File: src/rtl/core/bsc_pkg.sv
`timescale 1ns / 1ps
// Shared sizes, codes, state type and control structs of the Banker's safety check unit.
package bsc_pkg;

    // Default sizes handed to the top-level parameters.
    localparam int BSC_MAX_PROCS   = 16;
    localparam int BSC_MAX_RES     = 16;
    localparam int BSC_COUNT_WIDTH = 16;

    // Fixed field widths of the stream and configuration ports.
    localparam int ROW_W      = 4;
    localparam int COL_W      = 4;
    localparam int AMOUNT_W   = 16;
    localparam int PROC_OUT_W = 4;
    localparam int IN_DATA_W  = 24;
    localparam int OUT_DATA_W = 8;
    localparam int CFG_IDX_W  = 2;
    localparam int CFG_DATA_W = 5;

    // Configuration register indexes and their reset value.
    localparam logic [CFG_IDX_W-1:0]  CFG_NUM_PROCS   = 2'd0;
    localparam logic [CFG_IDX_W-1:0]  CFG_NUM_RES     = 2'd1;
    localparam logic [CFG_DATA_W-1:0] CFG_COUNT_RESET = 5'd16;

    // Kind of an input transaction.
    typedef enum logic [1:0] {
        ACT_LOAD_ALLOC = 2'd0,
        ACT_LOAD_CLAIM = 2'd1,
        ACT_LOAD_AVAIL = 2'd2,
        ACT_RUN        = 2'd3
    } t_bsc_action;

    // Sequencer states.
    typedef enum logic [2:0] {
        ST_IDLE,
        ST_INIT,
        ST_PROC,
        ST_CHK_RD,
        ST_CHK_CMP,
        ST_ADD_RD,
        ST_ADD_WR,
        ST_EMIT
    } t_bsc_state;

    // Commands from the sequencer to the datapath.
    typedef struct packed {
        logic load;
        logic init;
        logic pass_restart;
        logic proc_next;
        logic res_clear;
        logic res_next;
        logic work_add;
        logic proc_commit;
        logic set_unsafe;
        logic emit_start;
        logic emit_load;
    } t_bsc_cmd;

    // Status from the datapath to the sequencer.
    typedef struct packed {
        logic in_run;
        logic p_end;
        logic p_done;
        logic seq_full;
        logic found;
        logic need_fits;
        logic r_last;
        logic out_free;
        logic emit_last;
        logic unsafe;
    } t_bsc_stat;

endpackage

File: src/rtl/core/bsc_ctrl.sv
`timescale 1ns / 1ps
// Sequencer of the safety check: loads, scan passes, fit test, release and result output.
module bsc_ctrl (
    input  logic               i_clk,
    input  logic               i_rst_n,
    input  logic               i_in_valid,
    input  bsc_pkg::t_bsc_stat i_stat,
    output bsc_pkg::t_bsc_cmd  o_cmd,
    output logic               o_in_ready
);
    import bsc_pkg::*;

    t_bsc_state r_state;
    t_bsc_state n_state;

    // State register.
    always_ff @(posedge i_clk) begin
        if (!i_rst_n) begin
            r_state <= ST_IDLE;
        end else begin
            r_state <= n_state;
        end
    end

    // Next-state logic.
    always_comb begin
        n_state = r_state;
        unique case (r_state)
            ST_IDLE: begin
                if (i_in_valid && i_stat.in_run) begin
                    n_state = ST_INIT;
                end
            end
            ST_INIT: begin
                n_state = ST_PROC;
            end
            ST_PROC: begin
                if (i_stat.p_end) begin
                    if (i_stat.seq_full || !i_stat.found) begin
                        n_state = ST_EMIT;
                    end
                end else if (!i_stat.p_done) begin
                    n_state = ST_CHK_RD;
                end
            end
            ST_CHK_RD: begin
                n_state = ST_CHK_CMP;
            end
            ST_CHK_CMP: begin
                if (!i_stat.need_fits) begin
                    n_state = ST_PROC;
                end else if (i_stat.r_last) begin
                    n_state = ST_ADD_RD;
                end else begin
                    n_state = ST_CHK_RD;
                end
            end
            ST_ADD_RD: begin
                n_state = ST_ADD_WR;
            end
            ST_ADD_WR: begin
                n_state = i_stat.r_last ? ST_PROC : ST_ADD_RD;
            end
            ST_EMIT: begin
                if (i_stat.out_free && (i_stat.unsafe || i_stat.emit_last)) begin
                    n_state = ST_IDLE;
                end
            end
        endcase
    end

    // Command outputs.
    always_comb begin
        o_cmd      = '0;
        o_in_ready = 1'b0;
        unique case (r_state)
            ST_IDLE: begin
                o_in_ready = 1'b1;
                o_cmd.load = i_in_valid && !i_stat.in_run;
            end
            ST_INIT: begin
                o_cmd.init = 1'b1;
            end
            ST_PROC: begin
                if (i_stat.p_end) begin
                    if (i_stat.seq_full) begin
                        o_cmd.emit_start = 1'b1;
                    end else if (!i_stat.found) begin
                        o_cmd.emit_start = 1'b1;
                        o_cmd.set_unsafe = 1'b1;
                    end else begin
                        o_cmd.pass_restart = 1'b1;
                    end
                end else if (i_stat.p_done) begin
                    o_cmd.proc_next = 1'b1;
                end else begin
                    o_cmd.res_clear = 1'b1;
                end
            end
            ST_CHK_RD: begin
            end
            ST_CHK_CMP: begin
                if (!i_stat.need_fits) begin
                    o_cmd.proc_next = 1'b1;
                end else if (i_stat.r_last) begin
                    o_cmd.res_clear = 1'b1;
                end else begin
                    o_cmd.res_next = 1'b1;
                end
            end
            ST_ADD_RD: begin
            end
            ST_ADD_WR: begin
                o_cmd.work_add = 1'b1;
                if (i_stat.r_last) begin
                    o_cmd.proc_commit = 1'b1;
                end else begin
                    o_cmd.res_next = 1'b1;
                end
            end
            ST_EMIT: begin
                o_cmd.emit_load = i_stat.out_free;
            end
        endcase
    end

endmodule

File: config.mk
export PLATFORM = sky130hd
export DESIGN_NAME = bsc_ctrl
export DESIGN_NICKNAME = d
export VERILOG_FILES = /design/src/rtl/core/bsc_pkg.sv /design/src/rtl/core/bsc_ctrl.sv
export SDC_FILE = /design/constraint.sdc
export NUM_CORES = 1
export LEC_CHECK = 0
export ABC_AREA = 1
export BUFFER_PORTS_ARGS = -buffer_cell sky130_fd_sc_hd__buf_2
export CORE_AREA = 2 2 39 41
export DETAILED_ROUTE_END_ITERATION = 8
export DIE_AREA = 0 0 41 43
export HOLD_SLACK_MARGIN = 0.05
export PLACE_DENSITY = 0.76
export RECOVER_POWER = 50
export SKIP_LAST_GASP = 1
export SLEW_MARGIN = 20
export SYNTH_ARGS = -nofsm -noshare
export SYNTH_HDL_FRONTEND = slang
export SYNTH_SLANG_ARGS = --single-unit
File: constraint.sdc
create_clock -name i_clk -period 1.1 [get_ports i_clk]
set_clock_uncertainty 0.05 [all_clocks]
set_input_delay 0.33 -clock i_clk [delete_from_list [all_inputs] [get_ports i_clk]]
set_output_delay 0.33 -clock i_clk [all_outputs]
set_load 0.02 [all_outputs]
# After elaboration in Yosys (flattened, before gate mapping)
# Index checks and enable logic that the tools add are counted.
# classes
n_eq_ne	11
mux	32
n_reduce_logical	9
# ops
op	n
two-way mux 3 bit	8
one-hot mux 3 bit (8 select lines)	1
two-way mux 1 bit	15
equality test 3 bit (second input constant)	4
two-way mux 2 bit	6
equality test 3 x 2 -> 1 bit (second input constant)	2
!= test 3 bit (second input constant)	2
!= test 2 bit (second input constant)	2
one-hot mux 2 bit (2 select lines)	1
AND reduction 4 bit	1
equality test 3 x 1 -> 1 bit (second input constant)	1
logical AND 1 bit	3
zero test 3 bit	1
zero test 1 bit	2
logical OR 1 bit	2
one-hot mux 1 bit (2 select lines)	1
# word_totals
output_inout_bits	12
inputBits	13
word_cells	53
reg_bits	3

# Depth between registers and ports, before layout
# Gate-level depths: netlist (run 1).
# logic_depth
depth_word	5
mapped_depth	9
depth_no_buf	8

# Worst setup path after synthesis (run 1)
# Ideal clock, no wire load.
# synth_path
kind	reg2out
startpoint	reg r_state[1]
endpoint	out o_cmd[10] in the netlist's numbering
required_time_ns	0.720
setup_slack_ns	-0.566
n_path_buf	1
path_stages_with_launch	7
arrival_ns	1.286
cell_sequence	dfxtp_1 -> buf_6 -> inv_2 -> nand2_1 -> nor2_1 -> nand2_1 -> nor2_1
# synth_lines
element	line	rtl
from (decl)	bsc_ctrl.sv:13	t_bsc_state r_state;
from (signal assigned)	bsc_ctrl.sv:21	r_state <= n_state;
to (decl)	bsc_ctrl.sv:8	output bsc_pkg::t_bsc_cmd o_cmd,

==> flow_metrics.env, run 1 <==
export IMPL_final_hold_worst_slack_ps=290
export IMPL_cts_buffers_inserted=3
export IMPL_hold_path_class="in2reg"
export IMPL_outcome="complete, but fails checks"
export IMPL_cellLeakagePower_uw=0.000546
export IMPL_final_cell_area_sq_um=1120
export IMPL_synthDominantCellAreaShare=0.167
export IMPL_grt_max_degree=7
export IMPL_share_of_cells_above_drive_strength_1=0.779
export IMPL_critical_path_startpoint_type="register"
export IMPL_ys_warnings_count=0
export IMPL_synthDistinctLibCells=19
export IMPL_worstReg2RegStart="r_state[0]"
export IMPL_fmax_mhz=625
export IMPL_synth_most_common_cell="sky130_fd_sc_hd__nand2_1"
export IMPL_yosysTopAreaCell="sky130_fd_sc_hd__nand2_1"
export IMPL_timing_reg2reg_worst_path_depth=9
export IMPL_grt_pass1_wl_mm=2.66
export IMPL_port_buffers=24
export IMPL_drt_antenna_violating_nets=0
export IMPL_place_worst_setup_slack_ps=-330
export IMPL_clock_insertion_delay_worst_skew_ps=250
export IMPL_die_w_um=41
export IMPL_critical_path_most_common_cell="sky130_fd_sc_hd__nor2_4"
export IMPL_hold_path_endpoint="r_state[2]"
export IMPL_grt_util_all_layers=0.222
export IMPL_synthTopCellsByArea="sky130_fd_sc_hd__nand2_1 (17%), sky130_fd_sc_hd__dfxtp_1 (14%), sky130_fd_sc_hd__nor2_2 (7.3%), sky130_fd_sc_hd__nand3_1 (7.0%), sky130_fd_sc_hd__inv_1 (7.0%)"
export IMPL_yosysSeqAreaShare=0.141
export IMPL_crit_path_max_incr_delay_ps=350
export IMPL_routed_wire_length_per_instance_um=12.0
export IMPL_timing_critical_path_slowest_stage_cell="sky130_fd_sc_hd__dfxtp_4"
export IMPL_timing_hold_violations_final=0
export IMPL_synth_top_family_by_area="simple AND/OR/NAND/NOR gates"
export IMPL_area_growth_synth_to_final_pct=163
export IMPL_synth_fp_nets=85
export IMPL_timing_final_crit_share=1.45
export IMPL_max_cap_violations=0
export IMPL_remaining_drc_errors=0
export IMPL_slew_violations=0
export IMPL_floorplan_core_area_sq_um=1380
export IMPL_crit_type="reg2out"
export IMPL_synth_edf_count=0
export IMPL_hold_path_startpoint="i_rst_n"
export IMPL_clock_tree_from_tritoncts="built"
export IMPL_report_final_setup_viol=15
export IMPL_largest_registers="r_state: 3 flops"
export IMPL_htreeDepth=1
export IMPL_failed_checks="setup timing"
export IMPL_cts_buffer_depth=2
export IMPL_drt_pass1_iterations=4
export IMPL_yosys_area_share_xor_xnor=0
export IMPL_yosys_register_bits=3
export IMPL_synthArstFlopShare=0
export IMPL_number_of_instances_in_the_synthesized_netlist=72
export IMPL_vdd_ir_drop_worst_mv=1.35
export IMPL_yosys_area_share_simple=0.560
export IMPL_worst_slew_pin_transition_ps=184
export IMPL_synth_cells_most_frequent="sky130_fd_sc_hd__nand2_1 (19), sky130_fd_sc_hd__inv_1 (8), sky130_fd_sc_hd__nor2_1 (7)"
export IMPL_placed_cell_area_sq_um=841
export IMPL_die_height_um=43
export IMPL_synth_adder_area_share=0
export IMPL_power_density_nw_per_um2=2230
export IMPL_worst_endpoint_required_ps=720
export IMPL_number_of_i_o_pins=25
export IMPL_largest_register_ff_count=3
export IMPL_vias=711
export IMPL_clk_transition_reported_paths_ps=40
export IMPL_crit_path_max_fanout=4
export IMPL_post_route_worst_setup_slack_ps=-499
export IMPL_num_rows=14
export IMPL_hold_crit_depth=3
export IMPL_n_antenna_cell=0
export IMPL_regToRegEndpoint="r_state[2]"
export IMPL_fin_nets=145
export IMPL_place_hpwl_mm=1.15
export IMPL_cts_root_buf="sky130_fd_sc_hd__clkbuf_4"
export IMPL_synth_ff_type="sky130_fd_sc_hd__dfxtp_1"
export IMPL_worstSetupEndpointType="output port"
export IMPL_number_of_global_route_vias_before_repair=664
export IMPL_post_synth_instance_area_sq_um=427
export IMPL_initial_antenna_violation_count=0
export IMPL_clock_sinks=3
export IMPL_final_min_clock_period_ps=1600
export IMPL_synth_mux_area_frac=0
export IMPL_reg2reg_setup_slack_ps=-390
export IMPL_synth_area_per_inst_sq_um=5.93
export IMPL_drt_iter0_markers=18
export IMPL_gr_total_overflow=0
export IMPL_grt_setup_unrepaired="true"
export IMPL_totalPowerFinal_uw=2510
export IMPL_worst_endpoint_arrival_ps=1220
export IMPL_max_slew_margin_rel=0.877
export IMPL_place_gp_congestion=0.787
export IMPL_crit_chain="buf_8 > inv_8 > nand2_4 > nor2_4 > nand2_2 > nor2_4 > buf_6"
export IMPL_initial_utilization=0.308
export IMPL_routed_via_density=4.84
export IMPL_max_flop_register="r_state"
export IMPL_wirelength_mm=1.77
export IMPL_design_die_area_sq_um=1760
export IMPL_synth_compound_area_frac=0.150
==> placed cells by master (no fill, tap or decap) <==
master,n
sky130_fd_sc_hd__nand3_1,3
sky130_fd_sc_hd__a21oi_2,1
sky130_fd_sc_hd__o21ai_4,1
sky130_fd_sc_hd__nor2_4,9
sky130_fd_sc_hd__nor3_4,1
sky130_fd_sc_hd__clkbuf_1,1
sky130_fd_sc_hd__nand2_4,3
sky130_fd_sc_hd__clkbuf_4,3
sky130_fd_sc_hd__a21oi_4,2
sky130_fd_sc_hd__dfxtp_4,3
sky130_fd_sc_hd__nor2_1,2
sky130_fd_sc_hd__buf_6,17
sky130_fd_sc_hd__buf_4,26
sky130_fd_sc_hd__nand3_2,3
sky130_fd_sc_hd__o21a_1,1
sky130_fd_sc_hd__nor2_2,3
sky130_fd_sc_hd__o21ai_0,1
sky130_fd_sc_hd__inv_2,3
sky130_fd_sc_hd__inv_8,1
sky130_fd_sc_hd__a211oi_2,1
sky130_fd_sc_hd__nor3b_2,1
sky130_fd_sc_hd__nand2_2,6
sky130_fd_sc_hd__nand2_1,14
sky130_fd_sc_hd__nand3_4,2
sky130_fd_sc_hd__inv_6,1
sky130_fd_sc_hd__buf_2,12
sky130_fd_sc_hd__buf_12,1
sky130_fd_sc_hd__o31ai_4,1
sky130_fd_sc_hd__buf_8,1
sky130_fd_sc_hd__a21oi_1,1
sky130_fd_sc_hd__inv_1,6
==> layout make-up <==
class                           instances  area, sq um
Clock buffer                            4         26.3
Sequential cell                         3         71.3
Fill cell                              83          262
Inverter                               11         53.8
Multi-Input combinational cell         56          469
Tap cell                               16         20.0
Timing Repair Buffer                   57          482
==> power by group <==
group          internal [uW]  switching [uW]  total, uW
Combinational           1050             969       2020
Sequential               177            98.6        276
Clock                    137            73.2        210
==> worst max path at each step <==
stage | start | end | depth (start not counted)
after floorplan | r_state[1] | o_cmd[10] | 6
after global placement | r_state[0] | o_cmd[2] | 4
after detailed placement | r_state[0] | o_cmd[2] | 4
after CTS | r_state[0] | o_cmd[6] | 4
after global routing | r_state[1] | o_cmd[10] | 7
final | r_state[1] | o_cmd[10] | 7
==> worst max-delay path: cells and delay by family, from the launching register on <==
kind	cells	cell delay, ps
DFF	1	350
buffers and inverters	3	320
and+or+nand+nor	4	290
==> repair_timing <==
item	4_1_cts	5_1_grt
gates resized for setup	40	15
hold buffers	0	0
setup endpoints to repair	15	15
pin swaps	15	11
gates cloned	0	0
setup buffers	5	5
==> metrics by stage <==
stage               utilization  TNS, ps  instances
CTS                       0.750    -6030        143
global route              0.811    -7200        147
floorplan                     -    -1830         72
finish                    0.811    -6400        147
global placement          0.608    -3690        134
detailed placement        0.608    -3860        134
==> cell families after synthesis <==
logic type,count (synthesis)
and+or+nand+nor,47
buffers and inverters,13
DFF,3
AOI/OAI and AO/OA,9
==> per-layer routing <==
layer | up-vias | part of all wire | global-route usage
met1 | 329 | 0.35 | 0.228
li1 | 347 | - | -
met4 | 0 | 0.0091 | 0.0400
met3 | 2 | 0.054 | 0.0471
met5 | - | 0 | 0
met2 | 33 | 0.59 | 0.422
Power figures use the tool's default switching activity.
==> inputs of run 2 (changes only) <==
--- a/config.mk
+++ b/config.mk
@@ -7,11 +7,13 @@
 export LEC_CHECK = 0
 export ABC_AREA = 1
 export BUFFER_PORTS_ARGS = -buffer_cell sky130_fd_sc_hd__buf_2
-export CORE_AREA = 2 2 39 41
+export CELL_PAD_IN_SITES_DETAIL_PLACEMENT = 1
+export CELL_PAD_IN_SITES_GLOBAL_PLACEMENT = 2
+export CORE_ASPECT_RATIO = 0.6
+export CORE_UTILIZATION = 17
 export DETAILED_ROUTE_END_ITERATION = 8
-export DIE_AREA = 0 0 41 43
 export HOLD_SLACK_MARGIN = 0.05
-export PLACE_DENSITY = 0.76
+export PLACE_DENSITY = 0.83
 export RECOVER_POWER = 50
 export SKIP_LAST_GASP = 1
 export SLEW_MARGIN = 20
==> flow_metrics.env, run 2 (synthesized netlist as in run 1, its figures left out) <==
export IMPL_outcome="complete, but fails checks"
export IMPL_failed_checks="setup timing"
export IMPL_design_die_area_sq_um=2720
export IMPL_hold_path_class="in2reg"
export IMPL_grt_pass1_wl_mm=3.19
export IMPL_drt_iter0_markers=11
export IMPL_largest_register_ff_count=3
export IMPL_post_route_util=0.524
export IMPL_fin_nets=147
export IMPL_cts_buffer_depth=2
export IMPL_number_of_global_route_vias_before_repair=741
export IMPL_grt_setup_unrepaired="true"
export IMPL_worst_path_buf_inv=1
export IMPL_layout_commonest_cell="sky130_fd_sc_hd__buf_4"
export IMPL_final_hold_worst_slack_ps=293
export IMPL_vias=713
export IMPL_report_final_setup_viol=15
export IMPL_use_met1=0.182
export IMPL_max_flop_register="r_state"
export IMPL_hold_path_startpoint="i_rst_n"
export IMPL_timing_final_crit_share=1.45
export IMPL_gr_total_overflow=0
export IMPL_num_rows=13
export IMPL_critical_path_startpoint="r_state[0]"
export IMPL_worst_slew_pin_transition_ps=197
export IMPL_critical_path_startpoint_type="register"
export IMPL_share_of_cells_above_drive_strength_1=0.797
export IMPL_drt_antenna_violating_nets=0
export IMPL_groute_layer_met2_usage=0.359
export IMPL_place_hpwl_mm=1.49
export IMPL_mostFrequentLayoutCells="sky130_fd_sc_hd__buf_4 (27), sky130_fd_sc_hd__buf_6 (18), sky130_fd_sc_hd__nand2_1 (14)"
export IMPL_crit_path_max_fanout=6
export IMPL_area_growth_synth_to_final_pct=178
export IMPL_crit_type="reg2out"
export IMPL_timing_critical_path_slowest_stage_cell="sky130_fd_sc_hd__dfxtp_4"
export IMPL_largest_registers="r_state: 3 flops"
export IMPL_fmax_mhz=625
export IMPL_worstReg2RegStart="r_state[0]"
export IMPL_clock_sinks=3
export IMPL_die_height_um=40.8
export IMPL_clk_transition_reported_paths_ps=30
export IMPL_fillers=265
export IMPL_crit_path_max_incr_delay_ps=370
export IMPL_vdd_ir_drop_worst_mv=0.744
export IMPL_clock_tree_from_tritoncts="built"
export IMPL_critical_path_top_delay_family="flip-flops"
export IMPL_htreeDepth=1
export IMPL_final_cell_area_sq_um=1180
export IMPL_grt_max_degree=7
export IMPL_totalPowerFinal_uw=2660
export IMPL_clock_insertion_delay_worst_skew_ps=220
export IMPL_place_worst_setup_slack_ps=-368
export IMPL_die_w_um=66.7
export IMPL_cts_root_buf="sky130_fd_sc_hd__clkbuf_8"
export IMPL_grt_util_all_layers=0.169
export IMPL_placed_cell_area_sq_um=851
export IMPL_cellLeakagePower_uw=0.000569
export IMPL_remaining_drc_errors=0
export IMPL_routed_wire_length_per_instance_um=13.6
export IMPL_crit_chain="nor2_4 > nand2_4 > o31ai_4 > buf_6"
export IMPL_power_density_nw_per_um2=2250
export IMPL_initial_antenna_violation_count=0
export IMPL_routed_via_density=4.37
export IMPL_number_of_i_o_pins=25
export IMPL_initial_utilization=0.189
export IMPL_slew_violations=0
export IMPL_max_slew_margin_rel=0.869
export IMPL_grt_busiest_layer="met2"
export IMPL_place_gp_congestion=0.748
export IMPL_reg2reg_setup_slack_ps=-300
export IMPL_worst_endpoint_arrival_ps=1220
export IMPL_post_route_worst_setup_slack_ps=-499
export IMPL_port_buffers=24
export IMPL_floorplan_core_area_sq_um=2260
export IMPL_worstSetupEndpointType="output port"
export IMPL_timing_hold_violations_final=0
export IMPL_grt_util_met3=0.00833
export IMPL_worst_endpoint_required_ps=720
export IMPL_drt_pass1_iterations=3
export IMPL_n_antenna_cell=0
export IMPL_final_min_clock_period_ps=1600
export IMPL_wirelength_mm=2.22
export IMPL_max_cap_violations=0
export IMPL_cts_buffers_inserted=3
## run 2: cell types whose count changed in the layout (fill, tap and decap cells not counted), moves of 2 or more
cell / change
sky130_fd_sc_hd__clkbuf_4: -3
sky130_fd_sc_hd__nand3_1: -2
sky130_fd_sc_hd__clkbuf_8: +3
sky130_fd_sc_hd__nand3_2: +2
## run 2: what timing repair did
item | 4_1_cts | 5_1_grt
gates resized for setup | 41 | 13
setup buffers | 12 | 3
setup endpoints to repair | 15 | 15
pin swaps | 14 | 9
hold buffers | 0 | 0
## run 2: path summary, 6_finish.rpt
kind | depth (start not counted) | to
worst max-delay path | 4 | o_cmd[6]
worst min-delay path | 3 | r_state[2]
worst max register to register | 8 | r_state[2]
worst min register to register | 3 | r_state[2]
## run 2: routing by layer
layer / routed length [um] / part of all wire / vias up
met5: 0 / 0 / -
met4: 83 / 0.037 / 0
met3: 78 / 0.035 / 8
met2: 1190 / 0.54 / 25
met1: 867 / 0.39 / 331
li1: - / - / 349
## run 2: power breakdown
part	total, uW	switching, uW	internal (uW)
registers	272	94.7	177
clock network	344	95.2	249
logic	2040	1020	1020
## run 2: through the flow
stage	TNS (ps)	std cells
floorplan	-1830	72
global placement	-3570	147
detailed placement	-4210	147
CTS	-5920	161
global route	-6940	163
finish	-6210	163
## run 2: layout make-up
class | instances | area, sq um | share of cell area
Timing Repair Buffer | 59 | 505 | 0.427
Inverter | 11 | 51.3 | 0.0433
Sequential cell | 3 | 71.3 | 0.0602
Multi-Input combinational cell | 56 | 474 | 0.400
Tap cell | 30 | 37.5 | 0.0317
Clock buffer | 4 | 45.0 | 0.0380
## run 2: tightest hold or removal path: cells and delay by family
kind	cells	cell delay (ps)
and+or+nand+nor	2	80
buffers and inverters	1	110
==> inputs of run 3 (changes only) <==
--- a/config.mk
+++ b/config.mk
@@ -13,7 +13,7 @@
 export CORE_UTILIZATION = 17
 export DETAILED_ROUTE_END_ITERATION = 8
 export HOLD_SLACK_MARGIN = 0.05
-export PLACE_DENSITY = 0.83
+export PLACE_DENSITY = 0.76
 export RECOVER_POWER = 50
 export SKIP_LAST_GASP = 1
 export SLEW_MARGIN = 20
==> flow_metrics.env, run 3 (synthesized netlist as in run 1, its figures left out) <==
export IMPL_routed_via_density=4.20
export IMPL_post_route_worst_setup_slack_ps=-475
export IMPL_largest_register_ff_count=3
export IMPL_vdd_ir_drop_worst_mv=1.15
export IMPL_number_of_global_route_vias_before_repair=680
export IMPL_vias=660
export IMPL_failed_checks="setup timing"
export IMPL_place_worst_setup_slack_ps=-427
export IMPL_crit_path_max_incr_delay_ps=310
export IMPL_final_hold_worst_slack_ps=310
export IMPL_timing_hold_violations_final=0
export IMPL_grt_pass1_wl_mm=2.97
export IMPL_routed_wire_length_per_instance_um=12.5
export IMPL_worst_endpoint_required_ps=720
export IMPL_hold_path_class="in2reg"
export IMPL_finalNonFillerCells=157
export IMPL_die_height_um=40.8
export IMPL_floorplan_core_area_sq_um=2260
export IMPL_crit_type="reg2out"
export IMPL_max_cap_violations=0
export IMPL_cts_root_buf="sky130_fd_sc_hd__clkbuf_8"
export IMPL_num_rows=13
export IMPL_cellLeakagePower_uw=0.000523
export IMPL_cts_buffers_inserted=3
export IMPL_design_die_area_sq_um=2720
export IMPL_cts_buffer_depth=2
export IMPL_htreeDepth=1
export IMPL_place_detailed_instances=147
export IMPL_layout_commonest_cell="sky130_fd_sc_hd__buf_4"
export IMPL_report_final_setup_viol=15
export IMPL_area_growth_synth_to_final_pct=156
export IMPL_n_antenna_cell=0
export IMPL_place_hpwl_mm=1.51
export IMPL_grt_util_all_layers=0.156
export IMPL_outcome="complete, but fails checks"
export IMPL_crit_path_max_fanout=6
export IMPL_largest_registers="r_state: 3 flops"
export IMPL_max_slew_margin_rel=0.833
export IMPL_cts_hold_buf=0
export IMPL_wirelength_mm=1.96
export IMPL_timing_critical_path_slowest_stage_cell="sky130_fd_sc_hd__dfxtp_2"
export IMPL_crit_chain="buf_6 > inv_6 > nand2_4 > nor2_4 > nand2_2 > nor2_4 > buf_6"
export IMPL_worst_slew_pin_transition_ps=250
export IMPL_initial_antenna_violation_count=0
export IMPL_final_min_clock_period_ps=1580
export IMPL_timing_final_crit_share=1.43
export IMPL_worstReg2RegStart="r_state[0]"
export IMPL_fmax_mhz=635
export IMPL_port_buffers=24
export IMPL_critical_path_top_delay_family="simple AND/OR/NAND/NOR gates"
export IMPL_grt_setup_unrepaired="true"
export IMPL_drt_antenna_violating_nets=0
export IMPL_fin_nets=141
export IMPL_place_gp_congestion=0.782
export IMPL_clk_transition_reported_paths_ps=30
export IMPL_power_density_nw_per_um2=2180
export IMPL_share_of_cells_above_drive_strength_1=0.803
export IMPL_remaining_drc_errors=0
export IMPL_number_of_i_o_pins=25
export IMPL_slew_violations=0
export IMPL_die_w_um=66.7
export IMPL_initial_utilization=0.189
export IMPL_regToRegEndpoint="r_state[1]"
export IMPL_worst_path_buf_inv=3
export IMPL_clock_sinks=3
export IMPL_hold_path_endpoint="r_state[0]"
export IMPL_worst_endpoint_arrival_ps=1200
export IMPL_drt_pass1_iterations=2
export IMPL_grt_max_degree=8
export IMPL_final_cell_area_sq_um=1090
export IMPL_worstSetupEndpointType="output port"
export IMPL_placed_cell_area_sq_um=838
export IMPL_clock_insertion_delay_worst_skew_ps=220
export IMPL_mostFrequentLayoutCells="sky130_fd_sc_hd__buf_4 (25), sky130_fd_sc_hd__buf_6 (16), sky130_fd_sc_hd__buf_2 (12)"
export IMPL_hold_path_startpoint="i_rst_n"
export IMPL_drt_iter0_markers=6
export IMPL_post_route_util=0.483
export IMPL_hold_crit_depth=3
export IMPL_max_flop_register="r_state"
export IMPL_critical_path_startpoint_type="register"
export IMPL_clock_tree_from_tritoncts="built"
export IMPL_reg2reg_setup_slack_ps=-240
export IMPL_gr_total_overflow=0
export IMPL_timing_reg2reg_worst_path_depth=8
-- run 3: changes by cell type in the layout (fill, tap and decap cells not counted), sizes merged --
cell	delta
buf	-6
-- run 3: worst register-to-register path: stages (launching register included) --
cell	delay [ps]
sky130_fd_sc_hd__dfxtp_4	370
sky130_fd_sc_hd__buf_6	140
sky130_fd_sc_hd__nor2_4	120
sky130_fd_sc_hd__nand3_2	100
sky130_fd_sc_hd__buf_6	130
sky130_fd_sc_hd__buf_6	100
sky130_fd_sc_hd__nand3_2	70
sky130_fd_sc_hd__nand2_2	70
sky130_fd_sc_hd__a21oi_2	120
-- run 3: cell type report --
cell class	count	area, sq um
Timing Repair Buffer	53	428
Fill cell	270	1170
Multi-Input combinational cell	56	464
Clock buffer	4	45.0
Tap cell	30	37.5
Inverter	11	48.8
Sequential cell	3	68.8
-- run 3: stage by stage --
stage	total power, uW	setup TNS (ps)
2_1_floorplan	1070	-1830
3_3_place_gp	1540	-3660
3_5_place_dp	1580	-4430
4_1_cts	2220	-5710
5_1_grt	2540	-6450
6_report	2380	-5640
-- run 3: worst max path at each step --
stage	start	cells after the start	end	slack, ps
global route	r_state[1]	7	o_cmd[10]	-530
global placement	r_state[0]	4	o_cmd[2]	-310
floorplan	r_state[1]	6	o_cmd[10]	-260
detailed placement	r_state[0]	4	o_cmd[2]	-430
CTS	r_state[2]	4	o_cmd[2]	-480
finish	r_state[1]	7	o_cmd[10]	-480
-- run 3: power breakdown --
part | total [uW] | leakage [uW] | internal [uW] | switching (uW)
registers | 262 | 0.0000264 | 173 | 89.0
clock network | 325 | 0.0000228 | 248 | 77.5
logic | 1800 | 0.000474 | 866 | 930
total | 2380 | 0.000523 | 1290 | 1100
-- run 3: per-layer routing --
metal | vias to the layer above | part of all wire | routed length [um] | track usage
met5 | - | 0 | 0 | 0
met4 | 0 | 0.0092 | 18 | 0.0638
met3 | 2 | 0.019 | 37 | 0.0250
met2 | 11 | 0.54 | 1060 | 0.308
met1 | 310 | 0.43 | 846 | 0.174
li1 | 337 | - | - | -
-- run 3: what timing repair did --
action	4_1_cts	5_1_grt
setup buffers	2	6
setup endpoints to repair	15	15
resized for setup	36	14
pin swaps	7	13
